===== config.mk =====
export PLATFORM = sky130hd
export DESIGN_NAME = wilder_adx_indicator
export DESIGN_NICKNAME = d
export VERILOG_FILES = /design/src/hw/rtl/wadx_pkg.sv /design/src/hw/rtl/wadx_div.sv /design/src/hw/rtl/wadx_ratio.sv /design/src/hw/rtl/wilder_adx_indicator.sv
export SDC_FILE = /design/constraint.sdc
export NUM_CORES = 2
export LEC_CHECK = 0
export BUFFER_PORTS_ARGS = -buffer_cell sky130_fd_sc_hd__clkbuf_2
export CAP_MARGIN = 20
export CORE_AREA = 2 2 408 410
export CTS_CLUSTER_SIZE = 24
export DETAILED_ROUTE_END_ITERATION = 10
export DIE_AREA = 0 0 410 412
export HOLD_SLACK_MARGIN = 0.02
export PLACE_DENSITY = 0.79
export SYNTH_ARGS = -nofsm -noshare
export SYNTH_HDL_FRONTEND = slang
export SYNTH_HIERARCHICAL = 1
export SYNTH_SLANG_ARGS = --single-unit

===== constraint.sdc =====
create_clock -name clk -period 11.6 [get_ports clk]
set_input_delay 1.16 -clock clk [delete_from_list [all_inputs] [get_ports clk]]
set_output_delay 1.16 -clock clk [all_outputs]
set_load 0.005 [all_outputs]

===== src/hw/rtl/wadx_pkg.sv =====
package wadx_pkg;

    localparam int PRICE_BITS   = 32;
    localparam int PERIOD_MAX   = 64;
    localparam int PERIOD_BITS  = 7;
    localparam int COUNT_BITS   = 8;
    localparam int FRAC_BITS    = 16;
    localparam int SUM_BITS     = 54;
    localparam int PCT_BITS     = 23;
    localparam int SEED_BITS    = 30;
    localparam int MUL_BITS     = 31;
    localparam int STEP_BITS    = 5;
    localparam int DIV_CNT_BITS = 6;

    localparam logic [PCT_BITS-1:0] PCT_SCALE = 23'd6553600;

    typedef logic [SUM_BITS-1:0]    sum_t;
    typedef logic [PCT_BITS-1:0]    pct_t;
    typedef logic [PERIOD_BITS-1:0] period_t;
    typedef logic [PRICE_BITS-1:0]  price_t;

endpackage


===== src/hw/rtl/wadx_div.sv =====
module wadx_div (
    input  logic             clk,
    input  logic             rst_n,
    input  logic             start,
    input  wadx_pkg::sum_t   dividend,
    input  wadx_pkg::period_t divisor,
    output logic             done,
    output wadx_pkg::sum_t   quotient
);
    import wadx_pkg::*;

    localparam logic [DIV_CNT_BITS-1:0] CNT_LAST = DIV_CNT_BITS'(SUM_BITS - 1);

    logic                    busy_reg, busy_next;
    logic                    done_reg, done_next;
    logic [DIV_CNT_BITS-1:0] cnt_reg, cnt_next;
    sum_t                    quo_reg, quo_next;
    period_t                 rem_reg, rem_next;
    logic [PERIOD_BITS:0]    trial;
    logic                    ge;

    always_comb
    begin
        trial     = {rem_reg, quo_reg[SUM_BITS-1]};
        ge        = trial >= {1'b0, divisor};
        busy_next = busy_reg;
        done_next = 1'b0;
        cnt_next  = cnt_reg;
        quo_next  = quo_reg;
        rem_next  = rem_reg;
        if (start)
        begin
            busy_next = 1'b1;
            cnt_next  = '0;
            quo_next  = dividend;
            rem_next  = '0;
        end
        else if (busy_reg)
        begin
            rem_next = ge ? PERIOD_BITS'(trial - {1'b0, divisor}) : PERIOD_BITS'(trial);
            quo_next = {quo_reg[SUM_BITS-2:0], ge};
            cnt_next = cnt_reg + 1'b1;
            if (cnt_reg == CNT_LAST)
            begin
                busy_next = 1'b0;
                done_next = 1'b1;
            end
        end
    end

    always_ff @(posedge clk or negedge rst_n)
    begin
        if (!rst_n)
        begin
            busy_reg <= 1'b0;
            done_reg <= 1'b0;
            cnt_reg  <= '0;
        end
        else
        begin
            busy_reg <= busy_next;
            done_reg <= done_next;
            cnt_reg  <= cnt_next;
        end
    end

    always_ff @(posedge clk)
    begin
        quo_reg <= quo_next;
        rem_reg <= rem_next;
    end

    assign done     = done_reg;
    assign quotient = quo_reg;

endmodule


===== src/hw/rtl/wadx_ratio.sv =====
module wadx_ratio (
    input  logic           clk,
    input  logic           rst_n,
    input  logic           start,
    input  wadx_pkg::sum_t num,
    input  wadx_pkg::sum_t den,
    output logic           done,
    output wadx_pkg::pct_t ratio
);
    import wadx_pkg::*;

    logic                 busy_reg, busy_next;
    logic                 done_reg, done_next;
    logic [STEP_BITS-1:0] step_reg, step_next;
    sum_t                 num_reg, num_next;
    sum_t                 den_reg, den_next;
    sum_t                 r_reg, r_next;
    pct_t                 q_reg, q_next;
    logic [SUM_BITS+1:0]  r2;
    logic [SUM_BITS+1:0]  den1;
    logic [SUM_BITS+1:0]  den2;

    always_comb
    begin
        r2   = {1'b0, r_reg, 1'b0} + (PCT_SCALE[step_reg] ? {2'b00, num_reg} : '0);
        den1 = {2'b00, den_reg};
        den2 = {1'b0, den_reg, 1'b0};
        busy_next = busy_reg;
        done_next = 1'b0;
        step_next = step_reg;
        num_next  = num_reg;
        den_next  = den_reg;
        r_next    = r_reg;
        q_next    = q_reg;
        if (start)
        begin
            num_next = num;
            den_next = den;
            r_next   = '0;
            if (num >= den)
            begin
                q_next    = PCT_SCALE;
                done_next = 1'b1;
            end
            else
            begin
                q_next    = '0;
                busy_next = 1'b1;
                step_next = STEP_BITS'(PCT_BITS - 1);
            end
        end
        else if (busy_reg)
        begin
            if (r2 >= den2)
            begin
                r_next = SUM_BITS'(r2 - den2);
                q_next = PCT_BITS'({q_reg, 1'b0} + 2'd2);
            end
            else if (r2 >= den1)
            begin
                r_next = SUM_BITS'(r2 - den1);
                q_next = PCT_BITS'({q_reg, 1'b0} + 2'd1);
            end
            else
            begin
                r_next = SUM_BITS'(r2);
                q_next = PCT_BITS'({q_reg, 1'b0});
            end
            step_next = step_reg - 1'b1;
            if (step_reg == '0)
            begin
                busy_next = 1'b0;
                done_next = 1'b1;
            end
        end
    end

    always_ff @(posedge clk or negedge rst_n)
    begin
        if (!rst_n)
        begin
            busy_reg <= 1'b0;
            done_reg <= 1'b0;
            step_reg <= '0;
        end
        else
        begin
            busy_reg <= busy_next;
            done_reg <= done_next;
            step_reg <= step_next;
        end
    end

    always_ff @(posedge clk)
    begin
        num_reg <= num_next;
        den_reg <= den_next;
        r_reg   <= r_next;
        q_reg   <= q_next;
    end

    assign done  = done_reg;
    assign ratio = q_reg;

endmodule


===== src/hw/rtl/wilder_adx_indicator.sv =====
// The first bar goes straight to the output, and a bar before the DI values start only adds to
// the Wilder sums. A bar in the steady phase takes three passes of the shared bit-serial divider
// for the Wilder sums, two ratio passes for the DI values, one for DX and an ADX update.
// The block takes one item at a time; a held result stalls the input.
// Reset clears the control state, the sums and the ADX and sets the period to 14; there is no clearing pass.
module wilder_adx_indicator (
    input  logic                       clk,
    input  logic                       rst_n,
    input  logic                       cfg_we,
    input  logic [6:0]                 cfg_data,
    input  logic                       in_valid,
    output logic                       in_ready,
    input  logic [31:0]                bar_high,
    input  logic [31:0]                bar_low,
    input  logic [31:0]                bar_close,
    output logic                       out_valid,
    input  logic                       out_ready,
    output wadx_pkg::pct_t             plus_di,
    output wadx_pkg::pct_t             down_di,
    output wadx_pkg::pct_t             adx_value,
    output logic                       di_valid,
    output logic                       adx_valid
);
    import wadx_pkg::*;

    localparam logic [3:0] ST_IDLE   = 4'd0;
    localparam logic [3:0] ST_SUM    = 4'd1;
    localparam logic [3:0] ST_DIVW   = 4'd2;
    localparam logic [3:0] ST_PHASE  = 4'd3;
    localparam logic [3:0] ST_RSTART = 4'd4;
    localparam logic [3:0] ST_RWAIT  = 4'd5;
    localparam logic [3:0] ST_DX     = 4'd6;
    localparam logic [3:0] ST_ADX    = 4'd7;
    localparam logic [3:0] ST_AMUL   = 4'd8;
    localparam logic [3:0] ST_AWAIT  = 4'd9;
    localparam logic [3:0] ST_OUT    = 4'd10;

    localparam period_t PERIOD_RESET = 7'd14;
    localparam period_t PERIOD_TOP   = PERIOD_BITS'(PERIOD_MAX);
    localparam int      PAD_BITS     = SUM_BITS - PRICE_BITS - FRAC_BITS;

    logic [3:0]            state_reg, state_next;
    period_t               period_reg, period_next;
    price_t                prior_high_reg, prior_high_next;
    price_t                prior_low_reg, prior_low_next;
    price_t                prior_close_reg, prior_close_next;
    logic [COUNT_BITS-1:0] bars_reg, bars_next;
    sum_t                  range_reg, range_next;
    sum_t                  up_reg, up_next;
    sum_t                  down_reg, down_next;
    logic [SEED_BITS-1:0]  seed_reg, seed_next;
    pct_t                  adx_reg, adx_next;
    logic                  undef_reg, undef_next;

    price_t                tr_reg, tr_next;
    price_t                pdm_reg, pdm_next;
    price_t                mdm_reg, mdm_next;
    period_t               p_reg, p_next;
    logic [COUNT_BITS-1:0] i_reg, i_next;
    logic [1:0]            k_reg, k_next;
    pct_t                  pdi_reg, pdi_next;
    pct_t                  mdi_reg, mdi_next;
    pct_t                  dx_reg, dx_next;
    logic [MUL_BITS-1:0]   mul_reg, mul_next;
    logic                  di_ok_reg, di_ok_next;
    logic                  adx_ok_reg, adx_ok_next;

    logic                  out_valid_reg, out_valid_next;
    pct_t                  plus_reg, plus_next;
    pct_t                  minus_reg, minus_next;
    pct_t                  adxo_reg, adxo_next;
    logic                  div_ok_reg, div_ok_next;
    logic                  adxv_reg, adxv_next;

    price_t                h, l, c, hl, t2, t3, tr, up_mv, dn_mv;
    period_t               p_eff;
    logic [COUNT_BITS-1:0] two_p_in, two_p;
    sum_t                  add_sel;
    logic [PCT_BITS:0]     di_sum;
    pct_t                  di_diff;

    logic                  div_start, div_done;
    sum_t                  div_dividend, div_quo;
    logic                  rat_start, rat_done;
    sum_t                  rat_num, rat_den;
    pct_t                  rat_q;

    wadx_div u_div (
        .clk      (clk),
        .rst_n    (rst_n),
        .start    (div_start),
        .dividend (div_dividend),
        .divisor  (p_reg),
        .done     (div_done),
        .quotient (div_quo)
    );

    wadx_ratio u_ratio (
        .clk   (clk),
        .rst_n (rst_n),
        .start (rat_start),
        .num   (rat_num),
        .den   (rat_den),
        .done  (rat_done),
        .ratio (rat_q)
    );

    always_comb
    begin
        h  = bar_high[PRICE_BITS-1:0];
        l  = bar_low[PRICE_BITS-1:0];
        c  = bar_close[PRICE_BITS-1:0];
        hl = (h >= l) ? h - l : '0;
        t2 = (h >= prior_close_reg) ? h - prior_close_reg : prior_close_reg - h;
        t3 = (l >= prior_close_reg) ? l - prior_close_reg : prior_close_reg - l;
        tr = hl;
        if (t2 > tr)
        begin
            tr = t2;
        end
        if (t3 > tr)
        begin
            tr = t3;
        end
        up_mv = (h > prior_high_reg) ? h - prior_high_reg : '0;
        dn_mv = (prior_low_reg > l) ? prior_low_reg - l : '0;

        if (period_reg == '0)
        begin
            p_eff = period_t'(1);
        end
        else if (period_reg > PERIOD_TOP)
        begin
            p_eff = PERIOD_TOP;
        end
        else
        begin
            p_eff = period_reg;
        end
        two_p_in = COUNT_BITS'(p_eff) << 1;
        two_p    = COUNT_BITS'(p_reg) << 1;

        case (k_reg)
            2'd0:    add_sel = {{PAD_BITS{1'b0}}, tr_reg, {FRAC_BITS{1'b0}}};
            2'd1:    add_sel = {{PAD_BITS{1'b0}}, pdm_reg, {FRAC_BITS{1'b0}}};
            default: add_sel = {{PAD_BITS{1'b0}}, mdm_reg, {FRAC_BITS{1'b0}}};
        endcase

        di_sum  = {1'b0, pdi_reg} + {1'b0, mdi_reg};
        di_diff = (pdi_reg >= mdi_reg) ? pdi_reg - mdi_reg : mdi_reg - pdi_reg;

        div_start    = 1'b0;
        div_dividend = '0;
        rat_start    = 1'b0;
        rat_num      = '0;
        rat_den      = '0;

        state_next       = state_reg;
        period_next      = cfg_we ? cfg_data : period_reg;
        prior_high_next  = prior_high_reg;
        prior_low_next   = prior_low_reg;
        prior_close_next = prior_close_reg;
        bars_next        = bars_reg;
        range_next       = range_reg;
        up_next          = up_reg;
        down_next        = down_reg;
        seed_next        = seed_reg;
        adx_next         = adx_reg;
        undef_next       = undef_reg;
        tr_next          = tr_reg;
        pdm_next         = pdm_reg;
        mdm_next         = mdm_reg;
        p_next           = p_reg;
        i_next           = i_reg;
        k_next           = k_reg;
        pdi_next         = pdi_reg;
        mdi_next         = mdi_reg;
        dx_next          = dx_reg;
        mul_next         = mul_reg;
        di_ok_next       = di_ok_reg;
        adx_ok_next      = adx_ok_reg;
        out_valid_next   = out_valid_reg && !out_ready;
        plus_next        = plus_reg;
        minus_next       = minus_reg;
        adxo_next        = adxo_reg;
        div_ok_next      = div_ok_reg;
        adxv_next        = adxv_reg;

        case (state_reg)
            ST_IDLE:
            begin
                if (in_valid)
                begin
                    tr_next          = tr;
                    pdm_next         = (up_mv > dn_mv) ? up_mv : '0;
                    mdm_next         = (dn_mv > up_mv) ? dn_mv : '0;
                    p_next           = p_eff;
                    i_next           = bars_reg;
                    k_next           = 2'd0;
                    pdi_next         = '0;
                    mdi_next         = '0;
                    dx_next          = '0;
                    di_ok_next       = 1'b0;
                    adx_ok_next      = 1'b0;
                    prior_high_next  = h;
                    prior_low_next   = l;
                    prior_close_next = c;
                    if (bars_reg < two_p_in)
                    begin
                        bars_next = bars_reg + 1'b1;
                    end
                    state_next = (bars_reg == '0) ? ST_OUT : ST_SUM;
                end
            end
            ST_SUM:
            begin
                if (i_reg <= COUNT_BITS'(p_reg))
                begin
                    range_next = range_reg + {{PAD_BITS{1'b0}}, tr_reg, {FRAC_BITS{1'b0}}};
                    up_next    = up_reg + {{PAD_BITS{1'b0}}, pdm_reg, {FRAC_BITS{1'b0}}};
                    down_next  = down_reg + {{PAD_BITS{1'b0}}, mdm_reg, {FRAC_BITS{1'b0}}};
                    state_next = ST_PHASE;
                end
                else
                begin
                    div_start = 1'b1;
                    case (k_reg)
                        2'd0:    div_dividend = range_reg;
                        2'd1:    div_dividend = up_reg;
                        default: div_dividend = down_reg;
                    endcase
                    state_next = ST_DIVW;
                end
            end
            ST_DIVW:
            begin
                if (div_done)
                begin
                    case (k_reg)
                        2'd0:    range_next = range_reg - div_quo + add_sel;
                        2'd1:    up_next = up_reg - div_quo + add_sel;
                        default: down_next = down_reg - div_quo + add_sel;
                    endcase
                    if (k_reg == 2'd2)
                    begin
                        state_next = ST_PHASE;
                    end
                    else
                    begin
                        k_next     = k_reg + 1'b1;
                        state_next = ST_SUM;
                    end
                end
            end
            ST_PHASE:
            begin
                k_next = 2'd0;
                if (i_reg < COUNT_BITS'(p_reg))
                begin
                    state_next = ST_OUT;
                end
                else if (range_reg == '0)
                begin
                    undef_next = 1'b1;
                    dx_next    = '0;
                    state_next = ST_ADX;
                end
                else
                begin
                    state_next = ST_RSTART;
                end
            end
            ST_RSTART:
            begin
                rat_start  = 1'b1;
                rat_num    = (k_reg == 2'd0) ? up_reg : down_reg;
                rat_den    = range_reg;
                state_next = ST_RWAIT;
            end
            ST_RWAIT:
            begin
                if (rat_done)
                begin
                    case (k_reg)
                        2'd0:
                        begin
                            pdi_next   = rat_q;
                            k_next     = 2'd1;
                            state_next = ST_RSTART;
                        end
                        2'd1:
                        begin
                            mdi_next   = rat_q;
                            di_ok_next = 1'b1;
                            state_next = ST_DX;
                        end
                        default:
                        begin
                            dx_next    = rat_q;
                            state_next = ST_ADX;
                        end
                    endcase
                end
            end
            ST_DX:
            begin
                if (di_sum == '0)
                begin
                    dx_next    = '0;
                    state_next = ST_ADX;
                end
                else
                begin
                    rat_start  = 1'b1;
                    rat_num    = SUM_BITS'(di_diff);
                    rat_den    = SUM_BITS'(di_sum);
                    k_next     = 2'd2;
                    state_next = ST_RWAIT;
                end
            end
            ST_ADX:
            begin
                if (i_reg < two_p)
                begin
                    seed_next = seed_reg + SEED_BITS'(dx_reg);
                    if (i_reg == two_p - 1'b1)
                    begin
                        div_start    = 1'b1;
                        div_dividend = SUM_BITS'(seed_reg + SEED_BITS'(dx_reg));
                        state_next   = ST_AWAIT;
                    end
                    else
                    begin
                        state_next = ST_OUT;
                    end
                end
                else
                begin
                    mul_next   = MUL_BITS'(adx_reg) * MUL_BITS'(p_reg - 1'b1)
                                 + MUL_BITS'(dx_reg);
                    state_next = ST_AMUL;
                end
            end
            ST_AMUL:
            begin
                div_start    = 1'b1;
                div_dividend = SUM_BITS'(mul_reg);
                state_next   = ST_AWAIT;
            end
            ST_AWAIT:
            begin
                if (div_done)
                begin
                    adx_next    = div_quo[PCT_BITS-1:0];
                    adx_ok_next = !undef_reg;
                    state_next  = ST_OUT;
                end
            end
            ST_OUT:
            begin
                if (!out_valid_reg || out_ready)
                begin
                    out_valid_next = 1'b1;
                    plus_next      = di_ok_reg ? pdi_reg : '0;
                    minus_next     = di_ok_reg ? mdi_reg : '0;
                    adxo_next      = adx_ok_reg ? adx_reg : '0;
                    div_ok_next    = di_ok_reg;
                    adxv_next      = adx_ok_reg;
                    state_next     = ST_IDLE;
                end
            end
            default:
            begin
                state_next = ST_IDLE;
            end
        endcase
    end

    always_ff @(posedge clk or negedge rst_n)
    begin
        if (!rst_n)
        begin
            state_reg       <= ST_IDLE;
            period_reg      <= PERIOD_RESET;
            prior_high_reg  <= '0;
            prior_low_reg   <= '0;
            prior_close_reg <= '0;
            bars_reg        <= '0;
            range_reg       <= '0;
            up_reg          <= '0;
            down_reg        <= '0;
            seed_reg        <= '0;
            adx_reg         <= '0;
            undef_reg       <= 1'b0;
            k_reg           <= '0;
            di_ok_reg       <= 1'b0;
            adx_ok_reg      <= 1'b0;
            out_valid_reg   <= 1'b0;
            div_ok_reg      <= 1'b0;
            adxv_reg        <= 1'b0;
        end
        else
        begin
            state_reg       <= state_next;
            period_reg      <= period_next;
            prior_high_reg  <= prior_high_next;
            prior_low_reg   <= prior_low_next;
            prior_close_reg <= prior_close_next;
            bars_reg        <= bars_next;
            range_reg       <= range_next;
            up_reg          <= up_next;
            down_reg        <= down_next;
            seed_reg        <= seed_next;
            adx_reg         <= adx_next;
            undef_reg       <= undef_next;
            k_reg           <= k_next;
            di_ok_reg       <= di_ok_next;
            adx_ok_reg      <= adx_ok_next;
            out_valid_reg   <= out_valid_next;
            div_ok_reg      <= div_ok_next;
            adxv_reg        <= adxv_next;
        end
    end

    always_ff @(posedge clk)
    begin
        tr_reg    <= tr_next;
        pdm_reg   <= pdm_next;
        mdm_reg   <= mdm_next;
        p_reg     <= p_next;
        i_reg     <= i_next;
        pdi_reg   <= pdi_next;
        mdi_reg   <= mdi_next;
        dx_reg    <= dx_next;
        mul_reg   <= mul_next;
        plus_reg  <= plus_next;
        minus_reg <= minus_next;
        adxo_reg  <= adxo_next;
    end

    assign in_ready  = (state_reg == ST_IDLE);
    assign out_valid = out_valid_reg;
    assign plus_di   = plus_reg;
    assign down_di   = minus_reg;
    assign adx_value = adxo_reg;
    assign di_valid  = div_ok_reg;
    assign adx_valid = adxv_reg;

    // A defined ADX needs defined DI values on the same item.
    a_adx_needs_di: assert property (@(posedge clk) disable iff (!rst_n)
        out_valid && adx_valid |-> di_valid)
        else $error("ADX flagged valid without valid DI");

    // Once a DX was undefined, no later ADX may be flagged valid.
    a_adx_sticky: assert property (@(posedge clk) disable iff (!rst_n)
        undef_reg |-> !adx_ok_reg)
        else $error("ADX flagged valid after an undefined DX");

    // The bar count never passes twice the largest period.
    a_bars_bound: assert property (@(posedge clk) disable iff (!rst_n)
        bars_reg <= COUNT_BITS'(2 * PERIOD_MAX))
        else $error("Bar count beyond its saturation point");

    // Directional indicators never exceed one hundred percent.
    a_di_bound: assert property (@(posedge clk) disable iff (!rst_n)
        out_valid |-> (plus_di <= PCT_SCALE) && (down_di <= PCT_SCALE))
        else $error("DI above full scale");

endmodule

# --- Word level (Yosys, flattened, before mapping) ---
# Memories as Yosys holds them, arrays and structs flattened.
# Cells that the tools add are included.
word_totals:
  register_bits: 879
  mem_bits_ro: 32
  input_bits: 108
  elab_cells: 282
  memories: 1
memory_table:
  columns: ["memory", "depth", "width", "rd", "rd_clocked_by_memory_dff", "wr", "line_no", "text"]
  rows:
  - ["(name not given)", 32, 1, 1, 0, 0, "wadx_ratio.sv:25", "r2 = {1'b0, r_reg, 1'b0} + (PCT_SCALE[step_reg] ? {2'b00, num_reg} : '0);"]
op_classes:
  addsub: 34
  multipliers: 1
  n_lt_le_gt_ge: 20
  n_eq_ne: 32
  mux: 113
  bitwise: 2
  n_reduce_logical: 37
ops:
  columns: ["op", "count"]
  rows:
  - ["$mux W54", 16]
  - ["$pmux W54 S2", 6]
  - ["$mux W23", 17]
  - ["$sub A54 B54 Y54", 5]
  - ["$mux W32", 7]
  - ["$sub A32 B32 Y32", 7]
  - ["$gt A32 B32 Y1", 6]
  - ["$add A54 B48 Y54", 3]
  - ["$add A54 B54 Y54", 3]
  - ["$pmux W54 S3", 1]
  - ["$ge A32 B32 Y1", 3]
  - ["$pmux W48 S2", 1]
  - ["$pmux W23 S2", 2]
  - ["$pmux W23 S4", 1]
  - ["$mux W31", 2]
  - ["$add A55 B54 Y56", 1]
  - ["$ge A56 B54 Y1", 1]
  - ["$ge A56 B55 Y1", 1]
  - ["$ge A54 B54 Y1", 1]
  - ["$logic_not A54 Y1", 1]
  - ["$sub A23 B23 Y23", 2]
  - ["$pmux W4 S11", 1]
  - ["$mux W4", 8]
  - ["$add A30 B23 Y31", 1]
  - ["59 further kinds", 142]

# --- Logic depth before layout (Yosys ltp) ---
logic_depth:
  ltp_word: 9
  ltp_mapped: 47
  ltp_nobuf: 43

# --- Hierarchy ---
# The synthesis kept the hierarchy.
by_module_without_submodules:
  columns: ["module", "n_inst", "cells_each", "area_each_um2", "seq_area_each_um2"]
  rows:
  - ["wilder_adx_indicator", 1, 8024, 67875.1, 16869.9]
  - ["wadx_ratio", 1, 2243, 18829.3, 5190.0]
  - ["wadx_div", 1, 254, 3463.3, 1961.9]

# --- Worst setup path before layout ---
# No wires, ideal clock.
synth_timing:
  path_type: "input to register"
  from: "input port bar_high[0]"
  to: "register tr_reg[13] (data pin)"
  setup_time_ps: 267
  arrival_time_ps: 8951
  required_ps: 11333
  slack_ps: 2382
  cell_stages: 47
  n_path_buf: 6
  cell_sequence: "inv_1 > ha_1 > inv_1 > fa_1 > a21o_1 > a21o_1 > a2111oi_4 > o21ai_1 > a31oi_1 > o21ai_1 > o211ai_1 > nand3_2 > buf_2 > buf_6 > nor2_1 > a21oi_1 > xor2_1 > ha_1 > [11 not listed] > nor2_1 > a31oi_1 > ha_1 > a21oi_1 > nor2b_1 > o21ai_0 > nand2b_1 > a21oi_1 > nor2b_1 > o21ai_0 > nand2b_1 > a21oi_1 > or3_1 > a22o_1 > clkbuf_1 > clkbuf_1 > clkbuf_1 > a21oi_1"
synth_between:
  elab_chain_len: 6
synth_rtl:
  columns: ["item", "line_no", "text"]
  rows:
  - ["from (decl)", "wilder_adx_indicator.sv:13", "input logic [31:0] bar_high,"]
  - ["$sub A32 B32 Y32 (tied with other cells)", "wilder_adx_indicator.sv:114", "t2 = (h >= prior_close_reg) ? h - prior_close_reg : prior_close_reg - h;"]
  - ["$mux W32, on equally long branches", "wilder_adx_indicator.sv:114, wilder_adx_indicator.sv:113", null]
  - ["$gt A32 B32 Y1", "wilder_adx_indicator.sv:117", "if (t2 > tr)"]
  - ["$mux W32 (*)", "wilder_adx_indicator.sv:117", null]
  - ["$gt A32 B32 Y1", "wilder_adx_indicator.sv:121", "if (t3 > tr)"]
  - ["$mux W32 (*)", "wilder_adx_indicator.sv:121", null]
  - ["named net tr[13]", "wilder_adx_indicator.sv:75", "price_t h, l, c, hl, t2, t3, tr, up_mv, dn_mv;"]
  - ["to (signal assigned)", "wilder_adx_indicator.sv:427", "tr_reg <= tr_next;"]
  - ["to (decl)", "wilder_adx_indicator.sv:55", "price_t tr_reg, tr_next;"]
# Mark *: on every way through the listed nets, which the timed path passes. The rest lies on a longest branch.
# A chain may end at the register's enable or synchronous reset.

# --- Final worst setup path ---
layout_timing:
  from: "input port bar_high[0]"
  to: "register tr_reg[31] (data pin)"
# The elaborated chain is that of the path after synthesis.

==> flow_summary.yaml <==
sta:
  clock_skew_ps: 58.0
  timing_worst_slew_pin_value_ps: 1280
  timing.fmax_mhz: 104
  final_hold_viols: 0
  rsz0062_at_grt: "false"
  slew-limit-headroom: 0.134
  timing.final.setup_violations: 0
  finalWorstSetupSlack_ps: 1960
  setup-tns-final_ps: 0
  share_of_the_clock_period_used_by_the_worst_path: 0.831
  period_needed_ps: 9640
  timing.final.max_slew_violations: 0
finish:
  area_used_by_multi_input_combinational_logic_mm2: 0.0614
  utilization: 0.590
  seqCellArea_mm2: 0.0240
  layout-area-overhead-vs-synth_pct: 7.40
  share_of_final_layout_standard_cells_stronger_than_drive_strength_1: 0.0701
  fillCellCount: 14400
  fin_nets: 11900
global_routing:
  grt.overflow.total: 0
  global_route_usage_sum: 0.406
  antenna_violations_before_repair: 11
  grt_pass1_vias: 80100
  first_pass_grt_wire_length_mm: 514
  grt_start_max_net_pins: 133
routing:
  drtIter0Drc: 8838
  vias: 82500
  post_drt_via_cell_ratio: 6.47
  antenna_left: 0
  detail_route.first_pass.iterations: 10
  finalWirelength_mm: 352
  detail_route.drc_violations: 0
  post_drt_wl_per_cell_um: 27.6
synthesis:
  compound_gate_portion_of_the_synthesized_area: 0.225
  synth_top_family_by_area: "compound AO/OA/AOI/OAI gates"
  synth_cell_types: 116
  syn-num-nets: 12000
  top_cells_by_area_synth: "edfxtp_1, ha_1, dfrtp_1"
  synth-seq-area-share: 0.266
  synth_enable_flop_cells: 465
  synthesis_stage_register_bit_count: 879
  syn_area_mm2: 0.0902
  yosys-top-cells-count: "ha_1, nand2_1, a21oi_1"
  synth_instances: 10500
  yosys.area_share.simple: 0.158
  synth_top_area_frac: 0.155
  yosysTopAreaCell: "edfxtp_1"
  synthAdderAreaFrac: 0.205
  ys.flop_type: "edfxtp_1"
  post_synth_xor_area_fraction: 0.0627
  synth-async-reset-ratio: 0.402
  synthMuxAreaShare: 0.0264
  mean_area_per_synthesized_cell_um2: 8.57
  synth.most_common_cell: "ha_1"
  synthesis.yosys.warnings: 6
clock_tree:
  cts.root.buffer_cell: "clkbuf_16"
  gates_resized_cts_repair: 0
  cts_setup_buffers: 0
  inserted_clock_buffers: 109
  cts_max_level: 3
  clock_pin_slew_of_the_registers_on_the_worst_case_setup_and_hold_paths_ps: 60
  cts_hold_bufs: 0
  max-clock-path-buffers: 3
  clock_sink_count: 879
  latest_clock_arrival_within_the_worst_skew_pair_ps: 800
  cts_tree: "built"
die:
  floorplan.io_pins: 181
  die_area_mm2: 0.169
  die_h_um: 412
  floorplan.die.width_um: 410
  placement_rows: 149
  initial_core_util: 0.549
  core_mm2: 0.164
placement:
  place.port_buffers: 180
  dp_hpwl_mm: 284
  preCtsSetupSlack_ps: 1240
  globalplace.congestion: 1.05
critical_path:
  critical_path.reg2reg.startpoint: "u_ratio/step_reg[0]"
  crit_path_max_fanout: 28
  worst_setup_path_end_kind: "flip-flop"
  cpMaxStageDelayCell: "nor4_1"
  timing_worst_setup_path_type: "input port to flip-flop"
  slowest_delay_ps: 670
  critPathRequiredTime_ps: 12200
  worst-r2r-setup-slack_ps: 1980
  worst_r2r_end: "u_ratio/r_reg[14]"
  cp_data_arrival_time_ps: 10240
  r2r_cells: 26
  critical_path.startpoint_type: "input port"
run_status:
  outcome: "completed"
min_path:
  min-delay-path-class: "input port to async pin"
job:
  maxCapViolCount: 0
[layout by cell type (no fill, tap or decap), drive strengths merged, types with 54 or more instances in the layout]
cell type and n:
dfrtp 350, o21a 84, dfxtp 61, nand2b 143, nor2b 146, o21bai 124
mux2 95, a22oi 103, and3 73, buf 106, a211oi 106, ha 1055
a21oi 944, nor3 148, a21o 448, nand3 149, or2 54, edfxtp 465
and2 252, mux2i 131, nand2 1004, nand4 144, nor2 676, xnor2 409
o21ai 740, a31oi 116, clkbuf 310, fa 266, inv 823, xor2 236
[area by class of cell]
cell class | instances | area share
timing repair buffer | 285 | 0.0178
antenna | 9 | 0.000233
sequential | 879 | 0.248
inverter | 817 | 0.0318
clock inverter | 75 | 0.0102
tap | 2189 | 0.0283
clock buffer | 131 | 0.0300
multi-input combinational | 8359 | 0.634
[per-layer routing]
metal	vias up	global-route usage	share of wire
met5	-	0	0.000082
met4	4	0.280	0.083
met3	989	0.0724	0.085
met2	4214	0.664	0.46
met1	39800	0.487	0.37
li1	37500	-	-
[worst max path at each step]
stage / from / slack (ps) / to
6_report: bar_high[0] / 1960 / tr_reg[31]
5_1_grt: bar_high[0] / 1360 / tr_reg[31]
4_1_cts: bar_high[0] / 2050 / tr_reg[31]
3_5_place_dp: bar_high[0] / 1240 / tr_reg[31]
3_3_place_gp: bar_high[0] / 1250 / tr_reg[25]
2_1_floorplan: bar_high[0] / 2380 / tr_reg[13]
[critical path: cells and delay by family]
family / cells / cell delay, ps
compound gates: 18 / 4570
xor+xnor: 1 / 220
fa+ha+maj: 4 / 1070
buf+inv: 7 / 1420
mux: 1 / 230
simple gates: 7 / 1520
[cell families (layout without fill, tap and decap cells)]
| logic type | count (synthesis) | count (layout) |
|---|---|---|
| flops | 879 | 879 |
| buf+inv | 1283 | 1308 |
| simple gates | 2976 | 2976 |
| fa+ha+maj | 1321 | 1321 |
| xor+xnor | 645 | 645 |
| mux | 226 | 226 |
| compound gates | 3191 | 3191 |
| other cells | 0 | 9 |
[stage by stage]
| step | instances | hold slack (ps) | instance area, um^2 |
|---|---|---|---|
| floorplan | 10500 | 423 | 90200 |
| global placement | 12500 | 453 | 92900 |
| detailed placement | 12500 | 454 | 92900 |
| CTS | 12700 | 346 | 96800 |
| global route | 12700 | 399 | 96800 |
| finish | 12700 | 359 | 96800 |
Power is not shown: default switching activity piles up to over one toggle a cycle in this logic, so the estimate is an artifact.
